`src/rtl/core/tpbf_pkg.sv`:
```
// ----------------------------------------------------------------------------
// tpbf_pkg
// Shared types, constants and the control program of the two-pole band-pass
// filter sequencer.
// ----------------------------------------------------------------------------
package tpbf_pkg;

    localparam int COEF_WIDTH = 32;   // Q3.28 coefficients
    localparam int COEF_FRAC  = 28;
    localparam int SPLIT      = 24;   // state is multiplied as hi/lo halves
    localparam int OPND_W     = SPLIT + 1;
    localparam int STEP_W     = 4;
    localparam int ADDR_W     = 4;

    typedef logic [STEP_W-1:0] t_step;

    localparam t_step STEP_IDLE = 4'd0;

    typedef enum logic [1:0] {
        REG_COEF_ONE = 2'd0,
        REG_COEF_TWO = 2'd1,
        REG_GAIN     = 2'd2,
        REG_NONE     = 2'd3
    } t_reg_idx;

    typedef enum logic [1:0] {
        COEF_A1   = 2'd0,
        COEF_A2   = 2'd1,
        COEF_GAIN = 2'd2
    } t_coef_sel;

    typedef enum logic [1:0] {
        OPND_RECENT_LO = 2'd0,
        OPND_RECENT_HI = 2'd1,
        OPND_OLDER_LO  = 2'd2,
        OPND_OLDER_HI  = 2'd3
    } t_opnd_sel;

    typedef enum logic [1:0] {
        ACC_HOLD = 2'd0,
        ACC_LOAD = 2'd1,
        ACC_ADD  = 2'd2
    } t_acc_op;

    // One control word per program step.
    typedef struct packed {
        t_coef_sel coef;       // multiplier coefficient operand
        t_opnd_sel opnd;       // multiplier state operand (half word)
        t_acc_op   acc_op;     // what to do with last cycle's product
        logic      acc_shift;  // product belongs to a high half
        logic      take_in;    // ready for a new beat; hold here until one comes
        logic      fb_update;  // close the recursion, shift the state
        logic      put_out;    // load the output register; hold while it is full
        logic      jump;       // go to target instead of the next step
        t_step     target;
    } t_ucode;

    function automatic t_ucode mk(input t_coef_sel coef, input t_opnd_sel opnd,
                                  input t_acc_op acc_op, input logic acc_shift,
                                  input logic take_in, input logic fb_update,
                                  input logic put_out, input logic jump,
                                  input t_step target);
        t_ucode w;
        w.coef      = coef;
        w.opnd      = opnd;
        w.acc_op    = acc_op;
        w.acc_shift = acc_shift;
        w.take_in   = take_in;
        w.fb_update = fb_update;
        w.put_out   = put_out;
        w.jump      = jump;
        w.target    = target;
        return w;
    endfunction

    // Program ROM. The multiplier result is registered, so each word
    // accumulates the product issued by the word before it.
    function automatic t_ucode ucode(input t_step step);
        t_ucode w;
        case (step)
            4'd0: w = mk(COEF_A1,   OPND_RECENT_LO, ACC_HOLD, 1'b0,
                         1'b1, 1'b0, 1'b0, 1'b0, STEP_IDLE);
            4'd1: w = mk(COEF_A1,   OPND_RECENT_HI, ACC_LOAD, 1'b0,
                         1'b0, 1'b0, 1'b0, 1'b0, STEP_IDLE);
            4'd2: w = mk(COEF_A2,   OPND_OLDER_LO,  ACC_ADD,  1'b1,
                         1'b0, 1'b0, 1'b0, 1'b0, STEP_IDLE);
            4'd3: w = mk(COEF_A2,   OPND_OLDER_HI,  ACC_ADD,  1'b0,
                         1'b0, 1'b0, 1'b0, 1'b0, STEP_IDLE);
            4'd4: w = mk(COEF_A2,   OPND_OLDER_HI,  ACC_ADD,  1'b1,
                         1'b0, 1'b0, 1'b0, 1'b0, STEP_IDLE);
            4'd5: w = mk(COEF_GAIN, OPND_RECENT_LO, ACC_HOLD, 1'b0,
                         1'b0, 1'b1, 1'b0, 1'b0, STEP_IDLE);
            // recent now holds the new feedback value
            4'd6: w = mk(COEF_GAIN, OPND_RECENT_LO, ACC_HOLD, 1'b0,
                         1'b0, 1'b0, 1'b0, 1'b0, STEP_IDLE);
            4'd7: w = mk(COEF_GAIN, OPND_RECENT_HI, ACC_LOAD, 1'b0,
                         1'b0, 1'b0, 1'b0, 1'b0, STEP_IDLE);
            4'd8: w = mk(COEF_GAIN, OPND_RECENT_HI, ACC_ADD,  1'b1,
                         1'b0, 1'b0, 1'b0, 1'b0, STEP_IDLE);
            4'd9: w = mk(COEF_GAIN, OPND_RECENT_LO, ACC_HOLD, 1'b0,
                         1'b0, 1'b0, 1'b1, 1'b1, STEP_IDLE);
            default: w = mk(COEF_A1, OPND_RECENT_LO, ACC_HOLD, 1'b0,
                            1'b0, 1'b0, 1'b0, 1'b1, STEP_IDLE);
        endcase
        return w;
    endfunction

endpackage

```
`src/rtl/core/two_pole_bandpass_filter.sv`:
```
// ----------------------------------------------------------------------------
// two_pole_bandpass_filter
// Two-pole band-pass resonator: f = x + a1*f[n-1] + a2*f[n-2], y = gain*f,
// run by a small microcoded sequencer around one shared multiplier.
// ----------------------------------------------------------------------------
// A sample beat is accepted at the idle step and the program then runs to the
// end, where the result is loaded into the output register; no new beat is
// taken in before that. The program length is set by the single 32 x 25 bit
// multiplier: the state words are split into a high and a low half, giving six
// products per sample (two per coefficient), each registered before it is
// accumulated, plus one step to close the recursion and one to load the
// output. The input is ready only at the idle step of the program; a finished
// result waits in the output register while the next beat is taken in.
// Coefficients a1, a2 and gain are signed Q3.28 at byte addresses 0, 4 and 8;
// write them only while the filter is idle. Sums are rounded half up, the
// feedback state saturates to STATE_WIDTH bits and the output to SAMPLE_WIDTH.
// ----------------------------------------------------------------------------
module two_pole_bandpass_filter
    import tpbf_pkg::*;
#(
    parameter int SAMPLE_WIDTH = 24,
    parameter int STATE_WIDTH  = 40
) (
    input  logic                           i_clk,
    input  logic                           i_rst_n,

    input  logic                           i_in_valid,
    output logic                           o_in_ready,
    input  logic signed [SAMPLE_WIDTH-1:0] i_sample_in,

    output logic                           o_out_valid,
    input  logic                           i_out_ready,
    output logic signed [SAMPLE_WIDTH-1:0] o_sample_out,

    input  logic                           psel,
    input  logic                           penable,
    input  logic                           pwrite,
    input  logic [ADDR_W-1:0]              paddr,
    input  logic [COEF_WIDTH-1:0]          pwdata,
    output logic [COEF_WIDTH-1:0]          prdata,
    output logic                           pready
);

    localparam int ACC_W  = STATE_WIDTH + COEF_WIDTH + 1;
    localparam int PROD_W = COEF_WIDTH + OPND_W;
    localparam int HI_W   = STATE_WIDTH - SPLIT;

    localparam logic signed [ACC_W-1:0] ROUND_HALF =
        {{(ACC_W-COEF_FRAC){1'b0}}, 1'b1, {(COEF_FRAC-1){1'b0}}};
    localparam logic signed [ACC_W-1:0] ST_MAX =
        {{(ACC_W-STATE_WIDTH+1){1'b0}}, {(STATE_WIDTH-1){1'b1}}};
    localparam logic signed [ACC_W-1:0] ST_MIN =
        {{(ACC_W-STATE_WIDTH+1){1'b1}}, {(STATE_WIDTH-1){1'b0}}};
    localparam logic signed [ACC_W-1:0] SMP_MAX =
        {{(ACC_W-SAMPLE_WIDTH+1){1'b0}}, {(SAMPLE_WIDTH-1){1'b1}}};
    localparam logic signed [ACC_W-1:0] SMP_MIN =
        {{(ACC_W-SAMPLE_WIDTH+1){1'b1}}, {(SAMPLE_WIDTH-1){1'b0}}};

    // configuration
    logic signed [COEF_WIDTH-1:0] r_coef_one, r_coef_two, r_gain;
    // sequencer and datapath
    t_step                         r_step, n_step;
    t_ucode                        uc;
    logic signed [SAMPLE_WIDTH-1:0] r_x;
    logic signed [STATE_WIDTH-1:0] r_recent, r_older;
    logic signed [PROD_W-1:0]      r_prod;
    logic signed [ACC_W-1:0]       r_acc, n_acc;
    logic                          r_out_valid;
    logic signed [SAMPLE_WIDTH-1:0] r_out;

    logic signed [COEF_WIDTH-1:0]  mul_coef;
    logic signed [OPND_W-1:0]      mul_opnd;
    logic signed [ACC_W-1:0]       prod_ext, prod_al;
    logic signed [ACC_W-1:0]       acc_rnd, fb_sum, x_ext;
    logic signed [STATE_WIDTH-1:0] fb_sat;
    logic signed [SAMPLE_WIDTH-1:0] y_sat;
    logic                          in_beat, out_load;
    t_reg_idx                      reg_idx;

    // ---------------- configuration port ----------------
    assign pready  = 1'b1;
    assign reg_idx = t_reg_idx'(paddr[ADDR_W-1:2]);

    always_ff @(posedge i_clk) begin
        if (!i_rst_n) begin
            r_coef_one <= '0;
            r_coef_two <= '0;
            r_gain     <= 32'sd536870912;
        end else if (psel && penable && pwrite && pready) begin
            case (reg_idx)
                REG_COEF_ONE: r_coef_one <= pwdata;
                REG_COEF_TWO: r_coef_two <= pwdata;
                REG_GAIN:     r_gain     <= pwdata;
                default: ;
            endcase
        end
    end

    always_comb begin
        case (reg_idx)
            REG_COEF_ONE: prdata = r_coef_one;
            REG_COEF_TWO: prdata = r_coef_two;
            REG_GAIN:     prdata = r_gain;
            default:      prdata = '0;
        endcase
    end

    // ---------------- sequencer ----------------
    assign uc         = ucode(r_step);
    assign o_in_ready = uc.take_in;
    assign in_beat    = i_in_valid && uc.take_in;
    assign out_load   = uc.put_out && (!r_out_valid || i_out_ready);

    always_comb begin
        if (uc.take_in && !i_in_valid) begin
            n_step = r_step;
        end else if (uc.put_out && !out_load) begin
            n_step = r_step;
        end else if (uc.jump) begin
            n_step = uc.target;
        end else begin
            n_step = r_step + t_step'(1);
        end
    end

    always_ff @(posedge i_clk) begin
        if (!i_rst_n) begin
            r_step <= STEP_IDLE;
        end else begin
            r_step <= n_step;
        end
    end

    // ---------------- multiplier ----------------
    always_comb begin
        case (uc.coef)
            COEF_A1:   mul_coef = r_coef_one;
            COEF_A2:   mul_coef = r_coef_two;
            COEF_GAIN: mul_coef = r_gain;
            default:   mul_coef = r_coef_one;
        endcase
    end

    // low halves are unsigned, high halves carry the sign
    always_comb begin
        case (uc.opnd)
            OPND_RECENT_LO: mul_opnd = {1'b0, r_recent[SPLIT-1:0]};
            OPND_RECENT_HI: mul_opnd = {{(OPND_W-HI_W){r_recent[STATE_WIDTH-1]}},
                                        r_recent[STATE_WIDTH-1:SPLIT]};
            OPND_OLDER_LO:  mul_opnd = {1'b0, r_older[SPLIT-1:0]};
            OPND_OLDER_HI:  mul_opnd = {{(OPND_W-HI_W){r_older[STATE_WIDTH-1]}},
                                        r_older[STATE_WIDTH-1:SPLIT]};
            default:        mul_opnd = {1'b0, r_recent[SPLIT-1:0]};
        endcase
    end

    always_ff @(posedge i_clk) begin
        r_prod <= PROD_W'(mul_coef) * PROD_W'(mul_opnd);
    end

    // ---------------- accumulator ----------------
    assign prod_ext = {{(ACC_W-PROD_W){r_prod[PROD_W-1]}}, r_prod};
    assign prod_al  = uc.acc_shift ? (prod_ext <<< SPLIT) : prod_ext;

    always_comb begin
        case (uc.acc_op)
            ACC_LOAD: n_acc = prod_al;
            ACC_ADD:  n_acc = r_acc + prod_al;
            default:  n_acc = r_acc;
        endcase
    end

    always_ff @(posedge i_clk) begin
        r_acc <= n_acc;
    end

    // round half up, then saturate
    assign acc_rnd = (r_acc + ROUND_HALF) >>> COEF_FRAC;
    assign x_ext   = {{(ACC_W-SAMPLE_WIDTH){r_x[SAMPLE_WIDTH-1]}}, r_x};
    assign fb_sum  = acc_rnd + x_ext;

    always_comb begin
        if (fb_sum > ST_MAX) begin
            fb_sat = ST_MAX[STATE_WIDTH-1:0];
        end else if (fb_sum < ST_MIN) begin
            fb_sat = ST_MIN[STATE_WIDTH-1:0];
        end else begin
            fb_sat = fb_sum[STATE_WIDTH-1:0];
        end
    end

    always_comb begin
        if (acc_rnd > SMP_MAX) begin
            y_sat = SMP_MAX[SAMPLE_WIDTH-1:0];
        end else if (acc_rnd < SMP_MIN) begin
            y_sat = SMP_MIN[SAMPLE_WIDTH-1:0];
        end else begin
            y_sat = acc_rnd[SAMPLE_WIDTH-1:0];
        end
    end

    always_ff @(posedge i_clk) begin
        if (in_beat) begin
            r_x <= i_sample_in;
        end
    end

    always_ff @(posedge i_clk) begin
        if (!i_rst_n) begin
            r_recent <= '0;
            r_older  <= '0;
        end else if (uc.fb_update) begin
            r_older  <= r_recent;
            r_recent <= fb_sat;
        end
    end

    // ---------------- output register ----------------
    always_ff @(posedge i_clk) begin
        if (!i_rst_n) begin
            r_out_valid <= 1'b0;
        end else if (out_load) begin
            r_out_valid <= 1'b1;
        end else if (i_out_ready) begin
            r_out_valid <= 1'b0;
        end
    end

    always_ff @(posedge i_clk) begin
        if (out_load) begin
            r_out <= y_sat;
        end
    end

    assign o_out_valid  = r_out_valid;
    assign o_sample_out = r_out;

endmodule
```
`config.mk`:
```
export PLATFORM = sky130hd
export DESIGN_NAME = two_pole_bandpass_filter
export DESIGN_NICKNAME = d
export VERILOG_FILES = /design/src/rtl/core/tpbf_pkg.sv /design/src/rtl/core/two_pole_bandpass_filter.sv
export SDC_FILE = /design/constraint.sdc
export NUM_CORES = 2
export LEC_CHECK = 0
export ABC_AREA = 1
export BUFFER_PORTS_ARGS = -buffer_cell sky130_fd_sc_hd__clkbuf_2
export CAP_MARGIN = 5
export CORE_AREA = 3 3 349 265
export DETAILED_ROUTE_END_ITERATION = 12
export DIE_AREA = 0 0 352 268
export PLACE_DENSITY = 0.85
export SLEW_MARGIN = 40
export SYNTH_ARGS = -nofsm -noshare
export SYNTH_HDL_FRONTEND = slang
export SYNTH_SLANG_ARGS = --single-unit
```
`constraint.sdc`:
```
create_clock -name i_clk -period 7.9 [get_ports i_clk]
set_input_delay 1.58 -clock i_clk [delete_from_list [all_inputs] [get_ports i_clk]]
set_output_delay 1.58 -clock i_clk [all_outputs]
set_load 0.02 [all_outputs]
```
# Word level (Yosys, flattened, before mapping)
# Memories as Yosys holds them, arrays and structs flattened. A register that Yosys moved wholly into a read port is not among the register bits.
# Cells that the tools add are included.
[op_classes]
add_sub_neg = 4
multipliers = 1
n_lt_le_gt_ge = 4
eq_ne = 9
muxes = 13
bitwise = 2
n_reduce_logical = 18
[op_table]
columns = ["cell", "n"]
rows = [
  ["case mux 73 bit (2 select lines)", 1],
  ["case mux 25 bit (4 select lines)", 1],
  ["case mux 32 bit (3 select lines)", 1],
  ["two-way mux 40 bit", 2],
  ["adder 73 x 29 -> 73 bit, second input constant", 1],
  ["adder 73 bit", 1],
  ["two-way mux 73 bit", 1],
  ["case mux 32 bit (2 select lines)", 1],
  ["multiplier 32 x 25 -> 57 bit", 1],
  ["adder 45 x 24 -> 46 bit", 1],
  ["> comparator 46 x 40 -> 1 bit, second input constant", 1],
  ["< comparator 46 x 40 -> 1 bit, second input constant", 1],
  ["> comparator 45 x 24 -> 1 bit, second input constant", 1],
  ["< comparator 45 x 24 -> 1 bit, second input constant", 1],
  ["two-way mux 24 bit", 1],
  ["two-way mux 4 bit", 3],
  ["== test 2 bit, second input constant", 5],
  ["== test 2 x 1 -> 1 bit, second input constant", 4],
  ["AND reduction 2 bit", 4],
  ["logical AND 1 bit", 6],
  ["adder 4 x 1 -> 4 bit, second input constant", 1],
  ["logical NOT 2 bit", 2],
  ["nonzero test 2 bit", 2],
  ["logical NOT 1 bit", 3],
  ["3 further kinds", 5],
]
[totals]
reg_bits = 359
rom_bits = 176
in_bits = 67
output_inout_bits = 59
word_cells = 63
n_memories = 1
[memory_table]
columns = ["name", "depth", "width", "rd", "rd_ports_with_merged_regs", "write_ports", "line_no", "text"]
rows = [
  ["(no name shown)", 16, 11, 1, 1, 0, "tpbf_pkg.sv:80", "case (step)"],
]

# Depth between registers and ports, before layout
[depth]
word_depth = 9
depth_mapped = 36
depth_no_buf = 34

# Least setup slack after synthesis
# OpenSTA, ideal clock, no wires.
[synth_path]
path_type = "register -> register"
from = "register uc[13] (netlist name)"
to = "register r_prod[55]"
setup_time_ns = 0.118
arrival_ns = 7.797
required_time_ns = 7.782
setup_slack_ns = -0.015
path_stages_with_launch = 32
n_path_buf = 3
period_less_slack_ns = 7.915
path_cell_list = "dfxtp_1 clkinv_1 clkbuf_1 ha_1 inv_2 clkbuf_1 o221ai_1 o21ai_0 clkbuf_1 nor2_1 fa_1 fa_1 inv_1 fa_1 inv_1 fa_1 inv_1 fa_1 inv_1 fa_1 inv_1 fa_1 inv_1 ha_1 nand2_1 nor3_1 nand2_1 inv_1 a221oi_1 o211ai_1 nand2_1 nand2_1"
[synth_between]
elab_chain_cells = 3
elab_cells_between_ends = 4
cone_classes = "mul: 1; eq/ne: 2; mux: 1"
[synth_rtl]
columns = ["element", "line_no", "text"]
rows = [
  ["== test 2 bit or == test 2 x 1 -> 1 bit (tied branches)", "two_pole_bandpass_filter.sv:136", "case (uc.coef)"],
  ["case mux 32 bit (2 select lines) *", "two_pole_bandpass_filter.sv:136", ""],
  ["multiplier 32 x 25 -> 57 bit *", "two_pole_bandpass_filter.sv:158", "r_prod <= PROD_W'(mul_coef) * PROD_W'(mul_opnd);"],
  ["end signal, assigned", "two_pole_bandpass_filter.sv:158", ""],
  ["end, declared", "two_pole_bandpass_filter.sv:66", "logic signed [PROD_W-1:0] r_prod;"],
]
# Every way passes the cells marked *; elsewhere a longest branch is shown, timed or not.
# A chain may end at the register's enable or synchronous reset.

# Final worst setup path
[layout_path]
from = "register uc[13] (netlist name)"
to = "register r_prod[50]"
[layout_between]
elab_chain_cells = 3
elab_cells_between_ends = 4
cone_classes = "mul: 1; eq/ne: 2; mux: 1"
[layout_rtl]
columns = ["element", "line_no"]
rows = [
  ["== test 2 bit or == test 2 x 1 -> 1 bit (tied branches)", "two_pole_bandpass_filter.sv:136"],
  ["case mux 32 bit (2 select lines) *", "two_pole_bandpass_filter.sv:136"],
  ["multiplier 32 x 25 -> 57 bit *", "two_pole_bandpass_filter.sv:158"],
]
# Marked as above.

==> results.txt <==
----------------------------------------------------
[Status]
  Outcome ... finished clean

[Global routing]
  Global-route met2 utilization ... 0.564
  Vias in the first global route ... 48100
  Maximum number of pins on one net before global-route repair ... 97
  Busiest layer in global routing ... met1
  All-layer global routing usage ... 0.391
  Global-route wire length before repair ... 282000 um
  Global route total overflow ... 0
  Number of antenna violations at the first check in global routing ... 4
  GR met1 Demand/Resource ... 0.576
  Met3 capacity usage during global routing ... 0.124

[Place]
  Routability Congestion ... 1.04
  PortBufs ... 122
  DP Wirelength ... 155000 um

[Setup path]
  CP max stage delay ... 590 ps
  Kind of cell adding the most delay to the critical path ... adder cells
  Reg2Reg Capture Point ... r_prod[50]
  Critical path endpoint category ... register
  Critical path startpoint category ... register
  Setup slack of the most critical reg-to-reg path ... 140 ps
  Library cell contributing the largest single delay on the critical path ... sky130_fd_sc_hd__fa_1
  Crit path max fanout ... 7
  Most common cell on crit path ... sky130_fd_sc_hd__fa_1
  Data arrival time at the worst-slack endpoint ... 8280 ps
  Number of buffers and inverters on the critical path ... 12
  Critical path class ... register to register
  Logic depth of the worst register-to-register path ... 35
  Startpoint of the worst-slack reg-to-reg timing path ... uc[13]
  Required time of the critical path ... 8420 ps

[Clock tree]
  CTS H-tree depth ... 2
  TritonCTS clock tree ... done
  Cts-stage hold buffer count ... 0
  Clock insertion delay at the later pin of the skew report ... 600 ps
  Clock sink total ... 369
  Total CTS buffers ... 42
  Clock edge transition at the registers on the reported setup and hold paths ... 60 ps
  Maximum root-to-sink buffer count ... 3
  Clk root buf ... sky130_fd_sc_hd__clkbuf_16

[Min path]
  Hold crit path type ... register to register
  Hold Crit Endpoint ... r_coef_two[5]
  Hold path start ... r_coef_two[5]
  Cell depth of the worst hold path ... 2

[Floorplanning]
  Number of placement rows ... 95
  Initial core utilization ... 0.597
  Die Area ... 94300 um2
  Die width ... 352 um
  Chip Height ... 268 um
  # IOs ... 126
  Placeable Area ... 89300 um2

[Logic synthesis]
  Seq/Total Area, Yosys ... 0.161
  Gate Count Post-Synth ... 7124
  Total standard cell area after synthesis ... 53300 um2
  Proportion of synthesized flip-flops having asynchronous set or reset ... 0
  Synthesis Warnings ... 0
  Number of library cell types mapped by synthesis ... 58
  Count of flip-flops with a built-in enable after synthesis ... 121
  Mean cell area of the mapped netlist ... 7.48 um2
  Dominant synthesized flop cell ... sky130_fd_sc_hd__dfxtp_1
  #FFs+latches synth ... 369
  Post-synth net total ... 8293

[STA]
  Clock skew after layout ... 19.8 ps
  Setup repair after global routing missed its margin ... yes
  Final setup fails ... 0
  WHS ... 480 ps
  Shortest period the worst path allows ... 7760 ps
  Relative slew margins ... 0.444
  Transition time at the pin with the least slew margin ... 826 ps
  Final hold viol count ... 0
  Share of the clock period used by the worst path after layout ... 0.982
  Top achievable clock speed ... 129 MHz
  Max Transition Viols Final ... 0

[Routing]
  Vias after detailed routing ... 50100
  Initial detailed-routing violation count ... 6160
  DR DRC count ... 0
  Wirelength, routed ... 187000 um
  Final routed wire length divided by cell count ... 21.6 um
  Number of nets still failing antenna checks after routing ... 0
  Via density per instance ... 5.79
  Total iterations of the first detailed-routing run ... 8

[Cells and area]
  Most common library cell in the layout ignoring fill and taps ... sky130_fd_sc_hd__inv_1
  NumNets Final ... 8577
  Util after Layout ... 0.669
  Share of final-layout standard cells stronger than drive strength 1 ... 0.101
  Most used cells in the layout excluding fill and tap cells ... 1448 x sky130_fd_sc_hd__inv_1, 1392 x sky130_fd_sc_hd__nand2_1, 952 x sky130_fd_sc_hd__nor2_1
  Combined flip-flop and latch cell area ... 8600 um2
  Multi-input combinational cell area ... 38600 um2
  Count of filler cells inserted in the layout ... 7596
  Synthesis-to-finish area growth ... 12.1%

[Run]
  Reported max-cap violation count ... 0

----------------------------------------------------
through the flow:
| stage | instance area, um2 | cells | TNS [ps] | setup slack, ps |
|---|---|---|---|---|
| after floorplan | 53300 | 7124 | 0 | 79.3 |
| final | 59700 | 8653 | 0 | 144 |
| after global placement | 57300 | 8539 | -615 | -102 |
| after detailed placement | 57300 | 8541 | -1530 | -164 |
| after global routing | 59700 | 8652 | -399 | -116 |
| after CTS | 58800 | 8618 | 0 | 0.811 |
cells in the mapped netlist, types with 7 or more instances:
master | number | area, um2
sky130_fd_sc_hd__a21boi_0 | 18 | 135
sky130_fd_sc_hd__a21o_1 | 27 | 203
sky130_fd_sc_hd__a21oi_1 | 357 | 1790
sky130_fd_sc_hd__a221oi_1 | 15 | 131
sky130_fd_sc_hd__a31oi_1 | 30 | 188
sky130_fd_sc_hd__buf_2 | 9 | 45.0
sky130_fd_sc_hd__clkbuf_1 | 215 | 807
sky130_fd_sc_hd__clkinv_1 | 16 | 60.1
sky130_fd_sc_hd__dfxtp_1 | 248 | 4960
sky130_fd_sc_hd__edfxtp_1 | 121 | 3630
sky130_fd_sc_hd__fa_1 | 821 | 16400
sky130_fd_sc_hd__ha_1 | 281 | 3520
sky130_fd_sc_hd__inv_1 | 1475 | 5540
sky130_fd_sc_hd__inv_2 | 8 | 30.0
sky130_fd_sc_hd__nand2_1 | 1393 | 5230
sky130_fd_sc_hd__nand2_2 | 8 | 50.1
sky130_fd_sc_hd__nand3_1 | 167 | 836
sky130_fd_sc_hd__nand3b_1 | 8 | 60.1
sky130_fd_sc_hd__nand4_1 | 49 | 307
sky130_fd_sc_hd__nor2_1 | 965 | 3620
sky130_fd_sc_hd__nor3_1 | 44 | 220
sky130_fd_sc_hd__nor4_1 | 14 | 87.6
sky130_fd_sc_hd__o21a_1 | 7 | 52.6
sky130_fd_sc_hd__o21ai_0 | 450 | 2250
sky130_fd_sc_hd__o21ai_1 | 17 | 85.1
sky130_fd_sc_hd__o21bai_1 | 22 | 165
sky130_fd_sc_hd__o221ai_1 | 64 | 561
sky130_fd_sc_hd__or2_2 | 48 | 300
sky130_fd_sc_hd__xnor2_1 | 59 | 517
sky130_fd_sc_hd__xor2_1 | 111 | 972
flip-flops by register name (all words and copies together), names as in the netlist:
| register | flops |
|---|---|
| o_sample_out | 24 |
| r_coef_two | 32 |
| r_step | 4 |
| r_x | 24 |
| o_out_valid | 1 |
| r_prod | 57 |
| uc | 10 |
| r_acc | 73 |
| r_recent | 40 |
| r_gain | 32 |
| r_coef_one | 32 |
| r_older | 40 |
worst reg2reg max path, delay by kind of cell (launching register included):
family | cells | cell delay, ps
buf+inv | 12 | 1580
xor+xnor | 1 | 190
simple gates | 11 | 1070
flops | 1 | 340
fa+ha+maj | 8 | 3870
compound gates | 3 | 600
per-layer routing:
metal  routed length [um]  share of wire
met5                   98        0.00052
met1                77900           0.42
met4                 4450          0.024
met2                78000           0.42
met3                26800           0.14
worst max-delay path by stage:
stage            endpoint    from  cells after the start
5_1_grt        r_prod[50]  uc[13]                     35
2_1_floorplan  r_prod[55]  uc[13]                     31
4_1_cts        r_prod[50]  uc[13]                     31
6_report       r_prod[50]  uc[13]                     35
3_5_place_dp   r_prod[36]  uc[13]                     29
3_3_place_gp   r_prod[44]  uc[13]                     30
timing repair:
| item | 4_1_cts | 5_1_grt |
|---|---|---|
| pin swaps | 0 | 15 |
| buffers inserted | 1 | 32 |
| gates resized for setup | 15 | 124 |
| cloned | 0 | 2 |
| endpoints found under the setup margin | 25 | 34 |
area by class of cell:
class | count | area share
antenna | 1 | 0.0000419
clock buffer | 59 | 0.0214
clock inverter | 17 | 0.00327
inverter | 1499 | 0.0951
multi-input combinational | 5018 | 0.646
sequential | 369 | 0.144
tap | 1212 | 0.0254
timing repair buffer | 478 | 0.0649
logic make-up (layout without fill, tap and decap cells):
logic type	count (synthesis)	in the layout	synth area share
DFF	369	369	0.161
and+or+nand+nor	2713	2713	0.204
buffers and inverters	1737	2053	0.124
adders and majority gates	1102	1102	0.375
xor gates and xnor gates	171	171	0.0283
other	1	2	0.0000704
AOI/OAI and AO/OA	1031	1031	0.108
Power is not shown: default switching activity piles up to over one toggle a cycle in this logic, so the estimate is an artifact.
